==> src/hw/rtl/rft_pkg.sv <==
// Shared types and constants for the rail fence transposer.
// No dependencies; used by the top level.
package rft_pkg;

   typedef enum logic [2:0] {
      ST_LOAD,
      ST_DIV,
      ST_PREFIX,
      ST_EMIT,
      ST_DRAIN
   } state_type;

   typedef enum logic [1:0] {
      XF_COPY,
      XF_ENC,
      XF_DEC
   } xform_type;

   localparam logic [0:0] CSR_RAIL_COUNT   = 1'b0;
   localparam logic [0:0] CSR_DECRYPT_MODE = 1'b1;

   localparam int RAIL_W    = 7;
   localparam int BYTE_W    = 8;
   localparam int OUT_DEPTH = 4;
   localparam int OUT_PW    = 2;
   localparam int OUT_CW    = 3;

   localparam logic [RAIL_W-1:0] RAIL_RESET = 7'd4;

   typedef struct packed {
      logic [BYTE_W-1:0] data;
      logic              last;
      logic              ovf;
   } out_entry_type;

endpackage

==> src/hw/rtl/rail_fence_transposer_top.sv <==
// Rail fence transposer: message buffer, rail pointer memory, address sequencer.
// Depends on rft_pkg (state, transform and output entry types).

// Bytes load one per cycle (req_ready high) until the transaction carrying
// req_in_last; req_ready then stays low until the last byte of the message has
// left the read pipeline. Copy and encrypt emit one byte per cycle while the
// output queue has room. Decrypt first divides the length by the zigzag period
// (2R-2) through repeated subtraction, then writes one rail start pointer per
// cycle, then emits one byte per cycle while the output queue has room. The
// one-byte-per-cycle emission rate is set by the single read port of the
// message memory and, for decrypt, by the read-modify-write of the rail pointer
// memory. A four-entry output queue lets results wait while the next message
// loads. Memories need no clearing pass after reset.
module rail_fence_transposer_top #(
   parameter int MAX_LEN = 64
) (
   input  logic       clock,
   input  logic       reset,
   input  logic       csr_we,
   input  logic [0:0] csr_index,
   input  logic [6:0] csr_wdata,
   input  logic       req_valid,
   output logic       req_ready,
   input  logic [7:0] req_in_byte,
   input  logic       req_in_last,
   output logic       rsp_valid,
   input  logic       rsp_ready,
   output logic [7:0] rsp_out_byte,
   output logic       rsp_out_last,
   output logic       rsp_overflow
);

   localparam int SW  = $clog2(MAX_LEN + 1);
   localparam int AW  = $clog2(MAX_LEN);
   localparam int RD  = (MAX_LEN < 128) ? MAX_LEN : 128;
   localparam int RAW = (RD > 1) ? $clog2(RD) : 1;
   localparam int CW  = ((SW > 8) ? SW : 8) + 1;

   // configuration
   logic [6:0] rail_count_ff;
   logic       decrypt_mode_ff;

   // control state
   rft_pkg::state_type state_ff, state_in;
   rft_pkg::xform_type xf_ff, xf_in;
   logic [SW-1:0] count_ff, count_in;
   logic          ovf_ff, ovf_in;
   logic [SW-1:0] iss_ff, iss_in;

   // encrypt sequencer
   logic [6:0]    e_row_ff, e_row_in;
   logic [CW-1:0] e_pos_ff, e_pos_in;
   logic          e_mir_ff, e_mir_in;

   // decrypt zigzag, divider and prefix sum
   logic [6:0]    d_row_ff, d_row_in;
   logic          d_down_ff, d_down_in;
   logic [SW-1:0] q_ff, q_in;
   logic [SW-1:0] rm_ff, rm_in;
   logic [SW-1:0] acc_ff, acc_in;
   logic [6:0]    pr_ff, pr_in;

   // read pipeline
   logic           b_v_ff, b_v_in;
   logic           b_last_ff, b_last_in;
   logic [AW-1:0]  b_addr_ff, b_addr_in;
   logic [RAW-1:0] b_row_ff, b_row_in;
   logic           c_v_ff, c_last_ff;

   // memories
   logic [7:0]    msg_mem [MAX_LEN];
   logic [7:0]    msg_rd_ff;
   logic          msg_we;
   logic [AW-1:0] msg_wa, msg_ra;
   logic [SW-1:0] rail_mem [RD];
   logic [SW-1:0] rail_rd_ff;
   logic           rail_we;
   logic [RAW-1:0] rail_wa, rail_ra;
   logic [SW-1:0]  rail_wd;

   // output queue
   rft_pkg::out_entry_type ofifo_ff [rft_pkg::OUT_DEPTH];
   logic [rft_pkg::OUT_PW-1:0] owp_ff, orp_ff;
   logic [rft_pkg::OUT_CW-1:0] ocnt_ff;
   logic push, pop;

   // combinational helpers
   logic [7:0]    period8;
   logic [CW-1:0] period_w, size_w, mirror_w, cur_w, nxt_pos_w;
   logic [6:0]    rail_last;
   logic          inner_e, inner_p, full, plain, issue_ok, is_last_iss;
   logic [SW-1:0] size_new;
   logic [SW:0]   cnt_w;
   logic [6:0]    d_nxt;
   logic [3:0]    occ;

   always_ff @(posedge clock) begin
      if (reset) begin
         rail_count_ff   <= rft_pkg::RAIL_RESET;
         decrypt_mode_ff <= 1'b0;
      end else if (csr_we) begin
         case (csr_index)
            rft_pkg::CSR_RAIL_COUNT:   rail_count_ff   <= csr_wdata;
            rft_pkg::CSR_DECRYPT_MODE: decrypt_mode_ff <= csr_wdata[0];
            default: ;
         endcase
      end
   end

   assign period8   = {rail_count_ff, 1'b0} - 8'd2;
   assign period_w  = CW'(period8);
   assign size_w    = CW'(count_ff);
   assign rail_last = rail_count_ff - 7'd1;
   assign full      = (count_ff == SW'(MAX_LEN));
   assign size_new  = full ? count_ff : count_ff + SW'(1);
   assign plain     = (rail_count_ff <= 7'd1) || (CW'(rail_count_ff) >= CW'(size_new));

   // encrypt: walk rail by rail, inner rails also take the mirror position
   assign inner_e   = (e_row_ff != 7'd0) && (e_row_ff != rail_last);
   assign mirror_w  = e_pos_ff + period_w - CW'({e_row_ff, 1'b0});
   assign cur_w     = e_mir_ff ? mirror_w : e_pos_ff;
   assign nxt_pos_w = e_pos_ff + period_w;

   // decrypt: per rail count = q (twice on inner rails) plus remainder hits
   assign inner_p = (pr_ff != 7'd0) && (pr_ff != rail_last);
   assign cnt_w   = (inner_p ? {q_ff, 1'b0} : {1'b0, q_ff})
                  + (SW+1)'(CW'(rm_ff) > CW'(pr_ff))
                  + (SW+1)'(inner_p && (CW'(rm_ff) > (period_w - CW'(pr_ff))));

   assign d_nxt = d_down_ff ? d_row_ff + 7'd1 : d_row_ff - 7'd1;

   assign occ         = 4'(ocnt_ff) + 4'(b_v_ff) + 4'(c_v_ff);
   assign issue_ok    = occ < 4'(rft_pkg::OUT_DEPTH);
   assign is_last_iss = (iss_ff == count_ff - SW'(1));

   assign req_ready = (state_ff == rft_pkg::ST_LOAD);

   always_comb begin
      state_in  = state_ff;
      xf_in     = xf_ff;
      count_in  = count_ff;
      ovf_in    = ovf_ff;
      iss_in    = iss_ff;
      e_row_in  = e_row_ff;
      e_pos_in  = e_pos_ff;
      e_mir_in  = e_mir_ff;
      d_row_in  = d_row_ff;
      d_down_in = d_down_ff;
      q_in      = q_ff;
      rm_in     = rm_ff;
      acc_in    = acc_ff;
      pr_in     = pr_ff;
      b_v_in    = 1'b0;
      b_last_in = b_last_ff;
      b_addr_in = b_addr_ff;
      b_row_in  = b_row_ff;
      msg_we    = 1'b0;
      msg_wa    = count_ff[AW-1:0];
      rail_we   = 1'b0;
      rail_wa   = pr_ff[RAW-1:0];
      rail_wd   = acc_ff;
      rail_ra   = d_row_ff[RAW-1:0];

      case (state_ff)
         rft_pkg::ST_LOAD: begin
            if (req_valid) begin
               if (full) begin
                  ovf_in = 1'b1;
               end else begin
                  msg_we   = 1'b1;
                  count_in = count_ff + SW'(1);
               end
               if (req_in_last) begin
                  iss_in    = '0;
                  e_row_in  = '0;
                  e_pos_in  = '0;
                  e_mir_in  = 1'b0;
                  d_row_in  = '0;
                  d_down_in = 1'b1;
                  q_in      = '0;
                  rm_in     = size_new;
                  acc_in    = '0;
                  pr_in     = '0;
                  if (plain) begin
                     xf_in    = rft_pkg::XF_COPY;
                     state_in = rft_pkg::ST_EMIT;
                  end else if (decrypt_mode_ff) begin
                     xf_in    = rft_pkg::XF_DEC;
                     state_in = rft_pkg::ST_DIV;
                  end else begin
                     xf_in    = rft_pkg::XF_ENC;
                     state_in = rft_pkg::ST_EMIT;
                  end
               end
            end
         end
         rft_pkg::ST_DIV: begin
            if (CW'(rm_ff) >= period_w) begin
               rm_in = SW'(CW'(rm_ff) - period_w);
               q_in  = q_ff + SW'(1);
            end else begin
               state_in = rft_pkg::ST_PREFIX;
            end
         end
         rft_pkg::ST_PREFIX: begin
            rail_we = 1'b1;
            acc_in  = SW'({1'b0, acc_ff} + cnt_w);
            pr_in   = pr_ff + 7'd1;
            if (pr_ff == rail_last) state_in = rft_pkg::ST_EMIT;
         end
         rft_pkg::ST_EMIT: begin
            if (issue_ok) begin
               b_v_in    = 1'b1;
               b_last_in = is_last_iss;
               iss_in    = iss_ff + SW'(1);
               b_row_in  = d_row_ff[RAW-1:0];
               case (xf_ff)
                  rft_pkg::XF_COPY: b_addr_in = iss_ff[AW-1:0];
                  rft_pkg::XF_ENC: begin
                     b_addr_in = cur_w[AW-1:0];
                     if (!e_mir_ff && inner_e && (mirror_w < size_w)) begin
                        e_mir_in = 1'b1;
                     end else begin
                        e_mir_in = 1'b0;
                        if (nxt_pos_w < size_w) begin
                           e_pos_in = nxt_pos_w;
                        end else begin
                           e_row_in = e_row_ff + 7'd1;
                           e_pos_in = CW'(e_row_ff + 7'd1);
                        end
                     end
                  end
                  rft_pkg::XF_DEC: begin
                     d_row_in = d_nxt;
                     if ((d_nxt == 7'd0) || (d_nxt == rail_last)) d_down_in = !d_down_ff;
                  end
                  default: ;
               endcase
               if (is_last_iss) state_in = rft_pkg::ST_DRAIN;
            end
         end
         rft_pkg::ST_DRAIN: begin
            if (!b_v_ff && !c_v_ff) begin
               count_in = '0;
               ovf_in   = 1'b0;
               state_in = rft_pkg::ST_LOAD;
            end
         end
         default: state_in = rft_pkg::ST_LOAD;
      endcase

      // stage B: bump the rail pointer that was just read
      if (b_v_ff && (xf_ff == rft_pkg::XF_DEC)) begin
         rail_we = 1'b1;
         rail_wa = b_row_ff;
         rail_wd = rail_rd_ff + SW'(1);
      end
   end

   assign msg_ra = (xf_ff == rft_pkg::XF_DEC) ? rail_rd_ff[AW-1:0] : b_addr_ff;

   always_ff @(posedge clock) begin
      if (reset) begin
         state_ff  <= rft_pkg::ST_LOAD;
         xf_ff     <= rft_pkg::XF_COPY;
         count_ff  <= '0;
         ovf_ff    <= 1'b0;
         iss_ff    <= '0;
         e_row_ff  <= '0;
         e_pos_ff  <= '0;
         e_mir_ff  <= 1'b0;
         d_row_ff  <= '0;
         d_down_ff <= 1'b1;
         q_ff      <= '0;
         rm_ff     <= '0;
         acc_ff    <= '0;
         pr_ff     <= '0;
         b_v_ff    <= 1'b0;
         b_last_ff <= 1'b0;
         c_v_ff    <= 1'b0;
         c_last_ff <= 1'b0;
      end else begin
         state_ff  <= state_in;
         xf_ff     <= xf_in;
         count_ff  <= count_in;
         ovf_ff    <= ovf_in;
         iss_ff    <= iss_in;
         e_row_ff  <= e_row_in;
         e_pos_ff  <= e_pos_in;
         e_mir_ff  <= e_mir_in;
         d_row_ff  <= d_row_in;
         d_down_ff <= d_down_in;
         q_ff      <= q_in;
         rm_ff     <= rm_in;
         acc_ff    <= acc_in;
         pr_ff     <= pr_in;
         b_v_ff    <= b_v_in;
         b_last_ff <= b_last_in;
         c_v_ff    <= b_v_ff;
         c_last_ff <= b_last_ff;
      end
   end

   always_ff @(posedge clock) begin
      b_addr_ff <= b_addr_in;
      b_row_ff  <= b_row_in;
   end

   // message buffer: one write port (load), one read port (emission)
   always_ff @(posedge clock) begin
      if (msg_we) msg_mem[msg_wa] <= req_in_byte;
      msg_rd_ff <= msg_mem[msg_ra];
   end

   // rail pointers; a rail is never touched in two consecutive issues
   always_ff @(posedge clock) begin
      if (rail_we) rail_mem[rail_wa] <= rail_wd;
      rail_rd_ff <= rail_mem[rail_ra];
   end

   // output queue; space is reserved at issue so the pipeline never stalls
   assign push = c_v_ff;
   assign pop  = rsp_valid && rsp_ready;

   always_ff @(posedge clock) begin
      if (push) begin
         ofifo_ff[owp_ff].data <= msg_rd_ff;
         ofifo_ff[owp_ff].last <= c_last_ff;
         ofifo_ff[owp_ff].ovf  <= ovf_ff;
      end
   end

   always_ff @(posedge clock) begin
      if (reset) begin
         owp_ff  <= '0;
         orp_ff  <= '0;
         ocnt_ff <= '0;
      end else begin
         if (push) owp_ff <= owp_ff + rft_pkg::OUT_PW'(1);
         if (pop)  orp_ff <= orp_ff + rft_pkg::OUT_PW'(1);
         ocnt_ff <= ocnt_ff + rft_pkg::OUT_CW'(push) - rft_pkg::OUT_CW'(pop);
      end
   end

   assign rsp_valid    = (ocnt_ff != '0);
   assign rsp_out_byte = ofifo_ff[orp_ff].data;
   assign rsp_out_last = ofifo_ff[orp_ff].last;
   assign rsp_overflow = ofifo_ff[orp_ff].ovf;

endmodule

==> config.mk <==
export PLATFORM = sky130hd
export DESIGN_NAME = rail_fence_transposer_top
export DESIGN_NICKNAME = d
export VERILOG_FILES = /design/src/hw/rtl/rft_pkg.sv /design/src/hw/rtl/rail_fence_transposer_top.sv
export SDC_FILE = /design/constraint.sdc
export NUM_CORES = 1
export LEC_CHECK = 0
export ABC_AREA = 1
export BUFFER_PORTS_ARGS = -buffer_cell sky130_fd_sc_hd__buf_2
export CORE_MARGIN = 8
export CORE_UTILIZATION = 30
export DETAILED_ROUTE_END_ITERATION = 12
export GPL_ROUTABILITY_DRIVEN = 0
export PLACE_DENSITY = 0.4
export SKIP_LAST_GASP = 1
export SYNTH_ARGS = -nofsm -noshare
export SYNTH_HDL_FRONTEND = slang
export SYNTH_SLANG_ARGS = --single-unit
export TNS_END_PERCENT = 10
==> constraint.sdc <==
create_clock -name clock -period 5.75 [get_ports clock]
set_input_delay 1.4375 -clock clock [delete_from_list [all_inputs] [get_ports clock]]
set_output_delay 1.4375 -clock clock [all_outputs]
set_load 0.005 [all_outputs]
# After elaboration in Yosys (flattened, before gate mapping)
# Memory sizes are Yosys's and may differ from the RTL's. A register that Yosys moved wholly into a read port is not among the register bits.
# Cells that the tools add are included.
[totals]
regBits = 104
ram_bits = 1000
elab_cells = 211
n_memories = 3
[mem_list]
columns = ["name", "words", "word_bits", "rd", "rd_clocked_by_memory_dff", "write_ports", "line", "rtl"]
rows = [
  ["msg_mem", 64, 8, 1, 1, 1, "rail_fence_transposer_top.sv:71", "logic [7:0] msg_mem [MAX_LEN];"],
  ["rail_mem", 64, 7, 1, 1, 1, "rail_fence_transposer_top.sv:75", "logic [SW-1:0] rail_mem [RD];"],
  ["ofifo_ff", 4, 10, 1, 1, 1, "rail_fence_transposer_top.sv:82", "rft_pkg::out_entry_type ofifo_ff [rft_pkg::OUT_DEPTH];"],
]
[op_classes]
add_sub_neg = 25
n_lt_le_gt_ge = 8
eq_ne = 26
mux = 80
bitwise = 2
n_reduce_logical = 42
[op_table]
columns = ["operator", "n"]
rows = [
  ["$mux 7", 19],
  ["$pmux 7 s2", 8],
  ["$mux 9", 6],
  ["$add 7x1->7 const B", 7],
  ["$mux 1", 25],
  ["$ne 2x2->1 const B", 11],
  ["$eq 7x7->1", 3],
  ["$mux 3", 7],
  ["$sub 7x1->7 const B", 3],
  ["$lt 9x7->1", 2],
  ["$mux 6", 3],
  ["$pmux 9 s2", 1],
  ["$pmux 3 s5", 1],
  ["$add 7x1->7", 2],
  ["$ne 7x7->1", 2],
  ["$reduce_and 7->1", 2],
  ["$reduce_bool 7->1", 2],
  ["$mux 2", 6],
  ["$pmux 6 s2", 1],
  ["$reduce_and 3->1", 4],
  ["$reduce_and 4->1", 3],
  ["$reduce_and 6->1", 2],
  ["$reduce_and 5->1", 2],
  ["$reduce_bool 2->1", 5],
  ["36 further kinds", 56],
]

# Longest topological paths before layout
[depth]
ltp_word = 9
depth_mapped = 29
mapped_depth_nobuf = 29

# Worst setup path after synthesis
# No wires, ideal clock.
[synth_timing]
path_kind = "reg-to-reg"
from = "reg rail_count_ff[0]"
to = "reg acc_ff[5]"
t_arrival_ns = 4.539
required_time_ns = 5.680
path_slack_ns = 1.141
path_stages_with_launch = 27
n_path_buf = 0
synth_period_minus_slack_ns = 4.609
path_cell_list = "dfxtp_1 -> inv_2 -> ha_1 -> inv_1 -> ha_1 -> nand2_1 -> o21ai_0 -> a21oi_1 -> o21ai_0 -> xnor2_1 -> ha_1 -> nand2_1 -> o311ai_0 -> nor2_1 -> fa_1 -> ha_1 -> nand3_1 -> nand3_1 -> nand2_1 -> nand2_1 -> a21oi_1 -> or2_2 -> nand2_1 -> inv_1 -> nand3_1 -> nand3_1 -> a21oi_1"
[synth_via]
elab_chain_len = 8
word_cells_on_any_way = 12
classes_between = "add/sub (6); order compare (1); eq/ne (1); mux (2); reduce/logical (2)"
[synth_lines]
columns = ["item", "line", "rtl"]
rows = [
  ["start: declaration", "rail_fence_transposer_top.sv:40", "logic [6:0] rail_count_ff;"],
  ["start signal: assignment", "rail_fence_transposer_top.sv:99", "rail_count_ff <= rft_pkg::RAIL_RESET;"],
  ["start signal: assignment", "rail_fence_transposer_top.sv:103", "rft_pkg::CSR_RAIL_COUNT: rail_count_ff <= csr_wdata;"],
  ["branches (longest 5 deep; another with $sub 8x7->9)", "n/a", ""],
  ["$add 7x1->7 (*)", "rail_fence_transposer_top.sv:128", "+ (SW+1)'(inner_p && (CW'(rm_ff) > (period_w - CW'(pr_ff))));"],
  ["$add 7x7->7 (*)", "rail_fence_transposer_top.sv:207", "acc_in = SW'({1'b0, acc_ff} + cnt_w);"],
  ["$pmux 7 s2 (*)", "rail_fence_transposer_top.sv:164", "case (state_ff)"],
  ["end signal: assignment", "rail_fence_transposer_top.sv:295", "acc_ff <= acc_in;"],
  ["end: declaration", "rail_fence_transposer_top.sv:60", "logic [SW-1:0] acc_ff, acc_in;"],
]
# Mark *: on every way between the ends.
# A chain may end at the register's enable or synchronous reset.

# Final worst setup path
# Ends and elaborated chain as after synthesis.

==> results.txt <==
Synthesized instance count: 4099
Global-route wire length before repair: 207000 um
Final period utilization: 89.3%
Final WL: 140000 um
Worst-Margin Slew: 1.07 ns
Setup Viol. Count Final: 0
Wire length per cell: 22.4 um
Worst-case vdd ir drop: 0.224 mV
DP HPWL: 86300 um
Startpoint class of the critical path: flip-flop
Nets: 4222
Distinct cells, synth: 51
Post-CTS Setup Bufs: 0
Post-CTS sizing: 0
Flop2flop setup slack: 0.61 ns
Required @ worst endpoint: 6.38 ns
RSZ-0062 raised after global routing: false
Worst-path maximum fanout: 12
CTS tree: yes
Clock skew: 0.0293 ns
Status: complete, no violations
DR vias: 30800
Initial antenna violation count: 1
Slew HR: 28.4%
Hold Fails Final Rpt: 0
Mean Syn Cell Area: 11.1 um^2
Hold path cells: 2
Ys Warns: 0
HP Start: q_ff[5]$_SDFFE_PP0P_
Worst path most repeated cell: nand2_1
Tmin final: 5.14 ns
Setup tns final: 0 ns
Max Fclk: 195 MHz
Vias in the first global route: 29900
Hold-critical path endpoint: q_ff[5]$_SDFFE_PP0P_
EDFF count, synth: 948
Initial core utilization: 30.2%
Initial drt markers: 2392
Total track usage: 16.5%
Height of the die: 406 um
CTS buffer count: 115
CTS Buffer Depth: 3
Final Core Density: 34.4%
Total of max-cap violations: 0
Largest net degree at the start of global routing: 202
Netlist Area Pre-Place: 0.0457 mm^2
# rows: 143
Worst reg2reg path startpoint: rail_count_ff[0]$_SDFFE_PP0P_
Die area: 0.165 mm^2
CTS root buf: clkbuf_16
Top_reg_cell synth: edfxtp_1
Most frequent cells in the layout: edfxtp_1 (948), nor2_1 (776), o21ai_0 (592), nand2_1 (325), inv_1 (225)
H-tree Lvls: 3
Filler Cell Count: 15200
Pleak: 17.9 nW
Hold-fix buffers, CTS: 0
DRC: 0
Most common cell after layout, fill and taps aside: edfxtp_1
Power Dens Cells: 389 mW/mm^2
CORE AREA: 0.152 mm^2
Crit-path slowest cell: fa_1
Critical Path AT: 5.77 ns
Slowest stage delay, CP: 0.48 ns
Slew Limit Fails: 0
Synth Register Bits: 1054
Worst-path clk slew: 0.07 ns
Clock Sinks: 1054
Sequential share of the synthesized area: 66.9%
HP Class: flip-flop to flip-flop
Critical R2R Capture: acc_ff[5]$_SDFFE_PP0P_
Die Wd: 406 um
Synthesis-to-layout area growth: 13.9%
Syn nets: 4222
Vias per cell: 4.95
Routed Antenna Nets: 0
Global route total overflow: 0
Share of cells above drive strength 1: 7.69%
Drt first pass iters: 5
IO Port Bufs: 33
Critical path class: flip-flop to flip-flop
Ports: 34
Clk Latency, worst-skew pair: 0.72 ns
R2R depth: 28
CP Capture Type: flip-flop
Ys async rst share: 0%
## cell type report
cell class	count	area, um^2	area share, %
Antenna cell	3	7.51	0.0144
Clock buffer	156	3190	6.14
Clock inverter	61	617	1.18
Inverter	238	906	1.74
Multi-Input combinational cell	2595	13500	25.9
Sequential cell	1054	30600	58.8
Tap cell	2030	2540	4.88
Timing Repair Buffer	95	718	1.38
## flip-flops by register name (all words and copies together), names as in the netlist, 2 cells and up, named ones only
signal / count
e_pos_ff: 9
rail_count_ff: 7
b_row_ff: 6
q_ff: 6
ofifo_ff: 40
msg_rd_ff: 8
rail_mem: 384
rail_rd_ff: 6
msg_mem: 512
rm_ff: 7
owp_ff: 2
pr_ff: 7
orp_ff: 2
count_ff: 7
state_ff: 3
iss_ff: 7
d_row_ff: 7
e_row_ff: 7
acc_ff: 6
ocnt_ff: 3
xf_ff: 2
b_addr_ff: 6
## worst max path at each step
stage,start,to
global route,rail_count_ff[0]$_SDFFE_PP0P_,acc_ff[5]$_SDFFE_PP0P_
floorplan,rail_count_ff[0]$_SDFFE_PP0P_,acc_ff[5]$_SDFFE_PP0P_
global placement,rail_count_ff[0]$_SDFFE_PP0P_,acc_ff[5]$_SDFFE_PP0P_
detailed placement,rail_count_ff[0]$_SDFFE_PP0P_,acc_ff[5]$_SDFFE_PP0P_
finish,rail_count_ff[0]$_SDFFE_PP0P_,acc_ff[5]$_SDFFE_PP0P_
CTS,rail_count_ff[0]$_SDFFE_PP0P_,acc_ff[5]$_SDFFE_PP0P_
## Yosys cell counts, types with 13 or more instances
cell type	number	area share (%)
nor2_1	776	6.4
buf_1	13	0.11
clkbuf_1	157	1.3
buf_2	42	0.46
nand2_1	326	2.7
xnor2_1	15	0.29
o221ai_1	14	0.27
ha_1	93	2.5
xor2_1	27	0.52
nand4_1	25	0.34
or2_2	14	0.19
o22ai_1	116	1.6
inv_1	226	1.9
o21ai_1	13	0.14
a21oi_1	153	1.7
edfxtp_1	948	62
nor3_1	18	0.20
o211ai_1	146	2.4
o21ai_0	598	6.5
nand3_1	201	2.2
dfxtp_1	106	4.6
## layer usage
| layer | wire (um) | share of wire (%) | up-vias | GRT usage (%) |
|---|---|---|---|---|
| met5 | 0 | 0 | - | 0 |
| met4 | 2400 | 1.7 | 0 | 3.81 |
| met3 | 5290 | 3.8 | 138 | 2.03 |
| met2 | 64100 | 46 | 564 | 26.3 |
| met1 | 67800 | 49 | 15400 | 24.1 |
| li1 | - | - | 14800 | - |
## kinds of logic after synthesis
group	count (synthesis)	synth area share, %
buffers and inverters	450	3.82
adder cells (fa/ha/maj)	101	2.90
flip-flops	1054	66.9
AO/OA/AOI/OAI	1067	13.1
AND/OR/NAND/NOR	1385	12.4
XOR/XNOR	42	0.805
## worst max-delay path, delay by kind of cell (launching register included)
family                   cells  cell delay [ns]
AO/OA/AOI/OAI                6             1.19
flip-flops                   1             0.32
adder cells (fa/ha/maj)      5             1.84
XOR/XNOR                     1             0.12
buffers and inverters        3             0.32
AND/OR/NAND/NOR             13             1.26
## power by group
group / leakage, nW / switching [W] / total, W / internal, W
clock: 1.87 / 0.00310 / 0.00747 / 0.00437
combinational: 6.49 / 0.00272 / 0.00389 / 0.00118
sequential: 9.50 / 0.000231 / 0.00891 / 0.00867
## metrics by stage
stage                     setup WS, ns  power, W  hold WS, ns  cell area, um^2  cells
after floorplan                   1.14    0.0115        0.403            45700   4099
after global placement           0.724    0.0130        0.452            48200   6012
after detailed placement         0.648    0.0130        0.456            48200   6012
after CTS                        0.594    0.0206        0.465            52100   6229
after global routing             0.177    0.0213        0.485            52100   6229
final                            0.615    0.0203        0.462            52100   6232
Note: power is estimated with default switching activity, not from simulation.
